File: config.mk
export PLATFORM = sky130hd
export DESIGN_NAME = pbe_ram
export DESIGN_NICKNAME = d
export VERILOG_FILES = /design/src/rtl/pbe_ram.sv
export SDC_FILE = /design/constraint.sdc
export NUM_CORES = 1
export LEC_CHECK = 0
export BUFFER_PORTS_ARGS = -buffer_cell sky130_fd_sc_hd__buf_4
export CORE_MARGIN = 5
export CORE_UTILIZATION = 62
export DETAILED_ROUTE_END_ITERATION = 10
export PLACE_DENSITY = 0.79
export SYNTH_ARGS = -nofsm -noshare
export SYNTH_HDL_FRONTEND = slang
export SYNTH_SLANG_ARGS = --single-unit
File: constraint.sdc
create_clock -name clk -period 5.5 [get_ports clk]
set_input_delay 1.1 -clock clk [delete_from_list [all_inputs] [get_ports clk]]
set_output_delay 1.1 -clock clk [all_outputs]
set_load 0.01 [all_outputs]
File: src/rtl/pbe_ram.sv
module pbe_ram #(
  parameter int WIDTH = 32,
  parameter int DEPTH = 45
) (
  input  logic                     clk,
  input  logic                     we,
  input  logic [$clog2(DEPTH)-1:0] waddr,
  input  logic [WIDTH-1:0]         wdata,
  input  logic [$clog2(DEPTH)-1:0] raddr,
  output logic [WIDTH-1:0]         rdata
);

  logic [WIDTH-1:0] mem [DEPTH];

  always_ff @(posedge clk) begin
    if (we) mem[waddr] <= wdata;
    rdata <= mem[raddr];
  end

endmodule

Word level (Yosys, flattened, before mapping)
Memories as Yosys holds them, arrays and structs flattened. A register that Yosys moved wholly into a read port is not among the register bits.
Cells that the tools add are included.
{"block": "totals", "regBits": 0, "ramBits": 1440, "in_bits": 46, "elab_cells": 3, "memories": 1}
{"memory": "mem", "words": 45, "word_bits": 32, "rd": 1, "rd_ports_with_merged_regs": 1, "write_ports": 1, "line": "13", "source": "logic [WIDTH-1:0] mem [DEPTH];"}
{"block": "op_classes", "muxes": 2}
{"op": "1-bit two-way mux", "count": 2}

Depth between registers and ports, before layout
{"block": "logic_depth", "depth_word": 2, "mapped_depth": 9, "mapped_depth_nobuf": 5}

Worst setup path before layout
No wires, ideal clock.
{"block": "synth_timing", "path_type": "input-to-reg", "startpoint": "in we", "endpoint": "mem mem[16][0], enable pin", "setup_time_ns": 0.461, "t_arrival_ns": 4.091, "t_required_ns": 5.039, "setup_slack_ns": 0.948, "cell_stages": 3, "path_buffers": 0, "path_cell_list": "nor2b_1 or3b_2 nor3_1"}
{"block": "synth_between", "elab_chain_cells": 2}
{"element": "from (decl)", "line": "6", "source": "input logic we,"}
{"element": "1-bit two-way mux", "line": "16", "source": "if (we) mem[waddr] <= wdata;"}
{"element": "1-bit two-way mux (implied by the code)", "line": "16"}
{"element": "to (decl)", "line": "13"}
No other way between the ends.

==> out/metrics.csv <==
stage,metric,value,unit
timing,Final Hold Fails,0,
worst_hold_path,HP Class,reg2reg,
logic_synthesis,Post-synth EDFFs,1440,
floorplan,die area,97200,um^2
worst_setup_path,kind of end point of the critical path,flop,
logic_synthesis,"area leader, netlist",edfxtp_1,
job,Max Cap Viol,0,
logic_synthesis,top post-synthesis cells by area,"edfxtp_1, mux2i_1, mux4_2, a22oi_1, dfxtp_1",
place,"worst slack, placed",1.60,ns
floorplan,num rows,110,
worst_setup_path,"critical path fanouts, max",66,
power_and_ir_drop,Lkg Pwr,21.2,nW
worst_setup_path,CP arrival,3.85,ns
timing,Slew HR,25.8,%
logic_synthesis,"Async S/R FF share, synth",0,%
clock_tree,clk slew on worst S/H paths,0.06,ns
clock_tree,maximum clock path buffer count,3,
place,Placer Congestion,0.823,
floorplan,Initial Utilization,62.6,%
power_and_ir_drop,PwrDens,364,nW/um^2
clock_tree,CTS Root Cell,clkbuf_16,
floorplan,Die Wd,312,um
logic_synthesis,Avg Inst Size Synth,20.3,um^2
logic_synthesis,Synth top area share,76.6,%
clock_tree,CTS Sinks,1472,
global_routing,pin count of the biggest net entering global routing,90,
route,WL/cell,33.5,um
clock_tree,"Setup Fix Bufs, Post-CTS",0,
global_routing,first-pass GRT wire length,201000,um
place,Placed Cells,3940,
worst_setup_path,WP data required,6.06,ns
worst_setup_path,max incr delay on CP,0.75,ns
place,Detailed Place HPWL,75000,um
timing,min Tclk post-route,3.29,ns
clock_tree,Num CTS Buffers,140,
timing,Hold WS,0.767,ns
timing,final slew viol count,0,
global_routing,remaining global-route overflow,0,
logic_synthesis,Synth warnings,0,
clock_tree,clock latency on the worst-skew pair,0.75,ns
timing,TNS Setup,0,ns
route,final wirelength,141000,um
timing,fmax,0.304,GHz
route,Antenna Violating Nets Remaining,0,
run_status,status,"finished, final reports clean",
layout,Reg area,43900,um^2
layout,final core utilization,70.1,%
global_routing,initial antenna violation count,7,
logic_synthesis,"top cells by count, synth","edfxtp_1, mux2i_1, a22oi_1, mux4_2, clkbuf_1",
logic_synthesis,sequential element share of the synthesized area,77.7,%
layout,Nets,2952,
floorplan,core area,90100,um^2
worst_setup_path,Startpoint Class,input port,
layout,number of fill cells,5115,
layout,share of cells above drive strength 1,19.0,%
timing,final setup margin,2.21,ns
logic_synthesis,top_reg_cell synth,edfxtp_1,
layout,final cell count without fillers,4198,
power_and_ir_drop,maximum vdd drop,0.306,mV
timing,post-route clock period utilization,59.8,%
timing,Clock Skew,0.0278,ns
timing,Least-Margin Pin Slew,1.11,ns
clock_tree,post-CTS resize count,0,
route,drt drc,0,
logic_synthesis,#FFs+latches synth,1472,
worst_setup_path,Worst Setup Path Type,in2reg,
worst_setup_path,"setup slack, reg-to-reg",3.39,ns
clock_tree,CTS tree,done,
floorplan,I/O pin count,78,
timing,RSZ-0062 raised after global routing,false,
logic_synthesis,Post-Syn Instances,2775,
worst_setup_path,CP cell instances,buf_8 > buf_12 > mux2i_1 > a22o_1 > a221oi_1 > o22ai_1 > o41ai_2,
floorplan,DIE HEIGHT,312,um
layout,P&R area growth vs syn,12.0,%
place,port bufs,77,
logic_synthesis,Synth Cell Area,56500,um^2
layout,multi-input logic area,12000,um^2
logic_synthesis,Yosys cell types,31,
route,via/cell ratio,6.93,
global_routing,vias in the first global route,29500,
clock_tree,H-tree Lvls,4,
worst_setup_path,"Slowest-stage cell, CP",o41ai_2,
timing,Setup Viol. Count Final,0,
logic_synthesis,"count leader, synth",edfxtp_1,
route,TritonRoute pass-1 iters,6,
clock_tree,cts hold-fix bufs,0,
route,Vias,29100,
route,violation count after the first detailed-routing iteration,4689,
global_routing,global-route usage over all layers,28.6,%
logic_synthesis,syn_nets,2821,
## layout by cell type, fill, tap and decap left out, drive strengths merged
cell | synthesis | layout
a21oi | 64 | 64
a221oi | 64 | 64
a22o | 64 | 64
a22oi | 128 | 128
and2 | 1 | 1
buf | 94 | 155
bufinv | 0 | 9
clkbuf | 72 | 184
clkinv | 0 | 46
clkinvlp | 0 | 5
dfxtp | 32 | 32
diode | 0 | 7
edfxtp | 1440 | 1440
inv | 0 | 7
mux2i | 512 | 512
mux4 | 128 | 128
nand2 | 41 | 41
nand2b | 5 | 5
nand3 | 4 | 4
nand3b | 1 | 1
nand4 | 1 | 1
nand4b | 1 | 1
nor2 | 46 | 46
nor2b | 5 | 5
nor3 | 4 | 4
o22ai | 32 | 32
o41ai | 32 | 32
or2 | 1 | 1
or3 | 2 | 2
or3b | 1 | 1
## per-layer routing
layer | GRT usage, % | part of all wire [%] | up-vias
met1 | 40.2 | 37 | 15000
li1 | - | - | 11800
met3 | 7.06 | 12 | 276
met5 | 0 | 0.014 | -
met2 | 45.4 | 48 | 2037
met4 | 8.76 | 3.1 | 2
## power by group
part / leakage (nW) / total, mW / internal [mW] / switching [mW]
clock: 2.19 / 9.40 / 5.34 / 4.06
combinational: 5.75 / 1.17 / 0.423 / 0.749
sequential: 13.2 / 12.5 / 12.4 / 0.0557
## sequential cells by signal, indices dropped and copies added (netlist names)
register,cells
mem,1440
rdata,32
## cells by family (layout without fill, tap and decap cells)
group | count (synthesis) | after routing | share of synthesized area, %
flops | 1472 | 1472 | 77.7
mux | 640 | 640 | 14.2
compound gates | 384 | 384 | 5.53
buf+inv | 166 | 406 | 1.69
simple gates | 113 | 113 | 0.860
other cells | 0 | 7 | 0
## area by class of cell
type,instances,share of cell area (%)
Antenna cell,7,0.0277
Clock buffer,184,6.03
Clock inverter,67,1.07
Multi-Input combinational cell,1137,18.9
Sequential cell,1472,69.4
Tap cell,1176,2.33
Timing Repair Buffer,155,2.19
## metrics by stage
stage / power (mW) / area (um^2)
2_1_floorplan: 13.3 / 56500
3_3_place_gp: 13.8 / 58700
3_5_place_dp: 13.9 / 58700
4_1_cts: 23.1 / 63200
5_1_grt: 23.7 / 63200
6_report: 23.0 / 63200
## worst max-delay path, delay by kind of cell
family          cells  cell delay, ns
compound gates      4            1.46
buf+inv             2            1.02
mux                 1            0.17
## worst paths after layout
check | startpoint | to | depth (start not counted)
worst max-delay path | raddr[0] | rdata[12] | 7
worst max register to register | mem[30][12] | rdata[12] | 5
worst min-delay path | mem[44][25] | rdata[25] | 3
worst min register to register | mem[44][25] | rdata[25] | 3
(Power assumes the default switching activity.)
